--- src/rtl/unique_window_pattern_search_core_defines.svh ---
// Assertion macros used by the search core back end.
`ifndef UNIQUE_WINDOW_PATTERN_SEARCH_CORE_DEFINES_SVH
`define UNIQUE_WINDOW_PATTERN_SEARCH_CORE_DEFINES_SVH

// The consequent must hold in the same cycle as the antecedent.
`define UWPS_ASSERT_IMPL(label, clk, rstn, ante, cons, msg) \
    label: assert property (@(posedge clk) disable iff (!rstn) (ante) |-> (cons)) \
        else $error(msg);

// The consequent must hold in the cycle after the antecedent.
`define UWPS_ASSERT_NEXT(label, clk, rstn, ante, cons, msg) \
    label: assert property (@(posedge clk) disable iff (!rstn) (ante) |=> (cons)) \
        else $error(msg);

`endif

--- src/rtl/uwps_pkg.sv ---
package uwps_pkg;

    localparam int NEEDLE_MAX_DEFAULT     = 8192;
    localparam int POSITION_WIDTH_DEFAULT = 24;
    localparam int SAMPLE_WIDTH_DEFAULT   = 32;

    localparam int NLEN_REG_W  = 14;
    localparam int CFG_INDEX_W = 2;
    localparam int STATUS_W    = 2;
    localparam int QUEUE_DEPTH = 2;

    localparam int RESET_NEEDLE_LENGTH   = 8192;
    localparam int RESET_HAYSTACK_LENGTH = 1024 * 1024;
    localparam int RESET_SEARCH_CAP      = 1024 * 1024;

    typedef enum logic [CFG_INDEX_W-1:0] {
        CFG_NEEDLE_LENGTH   = 2'd0,
        CFG_HAYSTACK_LENGTH = 2'd1,
        CFG_SEARCH_CAP      = 2'd2
    } cfg_index_e;

    typedef enum logic {
        ITEM_NEEDLE   = 1'b0,
        ITEM_HAYSTACK = 1'b1
    } item_kind_e;

    typedef enum logic [STATUS_W-1:0] {
        STATUS_UNIQUE  = 2'd0,
        STATUS_NONE    = 2'd1,
        STATUS_SEVERAL = 2'd2
    } status_e;

    typedef enum logic [2:0] {
        ST_IDLE,
        ST_DECIDE,
        ST_CMP,
        ST_DRAIN,
        ST_TALLY
    } back_state_e;

    // Head of the item queue as seen by the back end.
    typedef struct packed {
        logic       valid;
        item_kind_e kind;
    } q_ctrl_t;

endpackage

--- src/rtl/uwps_front.sv ---
module uwps_front import uwps_pkg::*; #(
    parameter int SAMPLE_WIDTH = SAMPLE_WIDTH_DEFAULT
) (
    input  logic                    aclk,
    input  logic                    aresetn,
    input  logic                    s_valid,
    output logic                    s_ready,
    input  logic                    s_mode,
    input  logic [SAMPLE_WIDTH-1:0] s_sample,
    output q_ctrl_t                 q_ctrl,
    output logic [SAMPLE_WIDTH-1:0] q_sample,
    input  logic                    q_pop
);

    localparam int PTR_W = (QUEUE_DEPTH > 1) ? $clog2(QUEUE_DEPTH) : 1;
    localparam int CNT_W = PTR_W + 1;
    localparam logic [PTR_W-1:0] LAST_PTR = PTR_W'(QUEUE_DEPTH - 1);
    localparam logic [CNT_W-1:0] FULL_CNT = CNT_W'(QUEUE_DEPTH);

    item_kind_e              kind_mem   [QUEUE_DEPTH];
    logic [SAMPLE_WIDTH-1:0] sample_mem [QUEUE_DEPTH];

    logic [PTR_W-1:0] wr_ptr_reg, wr_ptr_next;
    logic [PTR_W-1:0] rd_ptr_reg, rd_ptr_next;
    logic [CNT_W-1:0] count_reg, count_next;
    logic             push;

    assign s_ready = (count_reg != FULL_CNT);
    assign push    = s_valid && s_ready;

    assign q_ctrl.valid = (count_reg != '0);
    assign q_ctrl.kind  = kind_mem[rd_ptr_reg];
    assign q_sample     = sample_mem[rd_ptr_reg];

    always_comb begin
        wr_ptr_next = wr_ptr_reg;
        rd_ptr_next = rd_ptr_reg;
        count_next  = count_reg;
        if (push) begin
            wr_ptr_next = (wr_ptr_reg == LAST_PTR) ? '0 : wr_ptr_reg + 1'b1;
        end
        if (q_pop) begin
            rd_ptr_next = (rd_ptr_reg == LAST_PTR) ? '0 : rd_ptr_reg + 1'b1;
        end
        if (push && !q_pop) begin
            count_next = count_reg + 1'b1;
        end else if (!push && q_pop) begin
            count_next = count_reg - 1'b1;
        end
    end

    always_ff @(posedge aclk) begin
        if (!aresetn) begin
            wr_ptr_reg <= '0;
            rd_ptr_reg <= '0;
            count_reg  <= '0;
        end else begin
            wr_ptr_reg <= wr_ptr_next;
            rd_ptr_reg <= rd_ptr_next;
            count_reg  <= count_next;
        end
    end

    // The mode bit is classified into an item kind as the beat is queued.
    always_ff @(posedge aclk) begin
        if (push) begin
            kind_mem[wr_ptr_reg]   <= item_kind_e'(s_mode);
            sample_mem[wr_ptr_reg] <= s_sample;
        end
    end

endmodule

--- config.mk ---
export PLATFORM = sky130hd
export DESIGN_NAME = uwps_front
export DESIGN_NICKNAME = d
export VERILOG_FILES = /design/src/rtl/unique_window_pattern_search_core_defines.svh /design/src/rtl/uwps_pkg.sv /design/src/rtl/uwps_front.sv
export SDC_FILE = /design/constraint.sdc
export NUM_CORES = 1
export LEC_CHECK = 0
export BUFFER_PORTS_ARGS = -buffer_cell sky130_fd_sc_hd__buf_2
export CAP_MARGIN = 20
export CORE_MARGIN = 4
export CORE_UTILIZATION = 55
export DETAILED_ROUTE_END_ITERATION = 8
export PLACE_DENSITY = 0.83
export SLEW_MARGIN = 25
export SYNTH_ARGS = -nofsm -noshare
export SYNTH_HDL_FRONTEND = slang
export SYNTH_SLANG_ARGS = --single-unit
export TNS_END_PERCENT = 30
--- constraint.sdc ---
create_clock -name aclk -period 3.4 [get_ports aclk]
set_clock_uncertainty 0.2 [all_clocks]
set_input_delay 0.68 -clock aclk [delete_from_list [all_inputs] [get_ports aclk]]
set_output_delay 0.68 -clock aclk [all_outputs]
set_load 0.02 [all_outputs]
==> impl_metrics.ini <==
[min_path]
hold_path.class = in2reg
whs_endpoint = sample_mem[1][3]
min_from = s_sample[3]
whs_path_depth = 1

[placed_design]
place.gp.congestion = 0.684
placed_area_sq_mm = 0.00304
place_hpwl_um = 3140
io_buffer_count = 71
dp.cells = 249

[route]
drc_errors = 0
routed-wl-met3_um = 266
avgRoutedWirePerCell_um = 17.1
wl_met2_um = 2470
drt_iter0_markers = 49
top_layer = met4
route.antenna.remaining_nets = 0
routed_wirelength_um = 4530
vias = 1380
firstDrtPassIters = 4
detail_route.vias_per_cell = 5.21
wl_met1_um = 1670

[pwr]
p_leak_nw = 1.23
power.density_mw_per_mm2 = 618
p_switching_uw = 509
netSwitchingFraction_pct = 25.8
p_seq_share_pct = 55.2
peakVddDrop_uv = 347
clkPwrFrac_pct = 27.2
pwr-share-comb_pct = 17.6
internal_power_mw = 1.46
p_total_mw = 1.97

[clock_network]
clock_path_buffers = 2
cts.sinks = 71
tritoncts = done
cts_htree_levels = 3
cts_buffers = 9
clk_pin_slew_ns = 0.07
cts_root_buffer = clkbuf_8
cts_resized = 0
insertion_delay_ns = 0.33
ctsHoldBuffers = 0
post_cts_buffers = 0

[timing]
setup_viol = 0
clock.fmax_mhz = 361
fin_crit_sh_pct = 81.5
rsz0062_at_grt = false
slew_viol_final = 0
hold_viol = 0
slew_headroom_pct = 68.8
setup_tns_ns = 0
tightest_slew_ns = 0.467
fin_crit_ns = 2.77

[logic_synthesis]
post-synth-top-count-cell = edfxtp_1
synth_commonest_cells = edfxtp_1 (66), mux2_2 (33), dfxtp_1 (5)
synth-seq-cells = 71
synthTopCellsByArea = edfxtp_1 (76%), mux2_2 (14%), dfxtp_1 (3.8%)
synth_cell_type_count = 19
async_flop_share_pct = 0
yosys.area.top_type_share_pct = 75.6
synth_nets = 165
avgSynthCellArea_sq_um = 20.6
yosys_warnings = 0
yosysTopAreaCell = edfxtp_1
seq_area_frac_synth_pct = 79.4
synth_area_sq_mm = 0.00262
ys_dominant_reg_cell = edfxtp_1
synthCells = 127
synth_edf_count = 66

[global_route]
first_global_vias = 1536
antenna_found_initial = 0
grt_pass1_wl_um = 7300
grt_use_total_pct = 16.5
grt_overflow = 0
grt_max_degree = 34

[setup_path]
crit_path_start_kind = register
cp.arrival_ns = 1.89
end_kind = primary output
r2r_cells = 5
cp.required_ns = 2.52
critPathKind = reg2out
timing.rr.end = count_reg[1]
crit_fanout = 23
r2r_start = count_reg[0]
rrSetupSlack_ns = 1.66

[layout]
fillCellCount = 292
antennaDiodeCount = 0
fin_cells = 265
largest_reg_flops = 64
final_util_pct = 71.3
syn_to_final_growth_pct = 21.7
layout.nets = 246
drive_gt1_share_pct = 56.8
stdcell_area_sq_mm = 0.00319

[die]
die_x_um = 77.1
initial_core_util_pct = 58.6
die_height_um = 77.1
io_pins = 72
rows = 24
core_sq_mm = 0.00447
fp.dieArea_sq_mm = 0.00594

[flow_run]
max_cap_violations = 0

[status]
status = finished clean
per-layer routing:
metal  vias to the layer above  track usage, %
met5                         -               0
met4                         0            11.0
met3                        13            5.74
met2                        47            28.1
met1                       664            17.2
li1                        656               -
final cells by class:
type	count	area (sq um)	share of cell area, %
clock buffer	14	143	4.47
multi-input combinational	50	505	15.8
sequential	71	2080	65.3
inverter	2	7.51	0.235
tap	52	65.1	2.04
timing repair buffer	74	378	11.8
clock inverter	2	10.0	0.314
layout by cell type, fill, tap and decap left out:
cell type	instances
clkbuf_8	9
or2_2	1
and3_1	1
inv_1	2
a21boi_1	1
clkbuf_1	5
buf_4	3
xor2_1	2
clkinv_2	2
o21ai_0	1
and2_1	4
edfxtp_1	66
a21boi_0	1
nand3b_1	1
xnor2_1	1
dfxtp_1	5
a21bo_2	1
buf_2	71
ha_1	1
or3_1	1
nand2b_4	1
mux2_2	33
through the flow:
step,setup WS [ns],hold WS (ns)
finish,0.628,0.335
global route,0.512,0.311
CTS,0.604,0.314
detailed placement,0.973,0.354
global placement,1.02,0.313
floorplan,1.27,0.300
critical path, stage by stage (launching register included):
cell	delay [ns]
dfxtp_1	0.61
buf_4	0.39
mux2_2	0.39
buf_2	0.16
how the worst max path moves through the flow:
stage	from	end	slack (ns)	cells past startpoint
CTS	register	q_sample[5]	0.60	3
finish	register	q_sample[15]	0.63	3
global route	register	q_sample[5]	0.51	3
global placement	register	q_sample[11]	1.02	3
floorplan	s_valid	kind_mem[1]	1.27	1
detailed placement	register	q_sample[5]	0.97	3
kinds of logic after synthesis:
group / Yosys count / share of synthesized area (%)
AO/OA/AOI/OAI: 4 / 1.15
XOR/XNOR: 3 / 1.00
adder cells (fa/ha/maj): 1 / 0.477
buffers and inverters: 6 / 1.34
flip-flops: 71 / 79.4
multiplexers: 33 / 14.2
AND/OR/NAND/NOR: 9 / 2.48
power by group through the flow:
stage                     registers, mW  logic, mW  clock network (mW)
after floorplan                    1.09      0.239                   0
after global placement             1.10      0.343                   0
after detailed placement           1.11      0.352                   0
after CTS                          1.09      0.354               0.553
after global routing               1.10      0.374               0.593
final                              1.09      0.347               0.537
(Power assumes the default switching activity.)
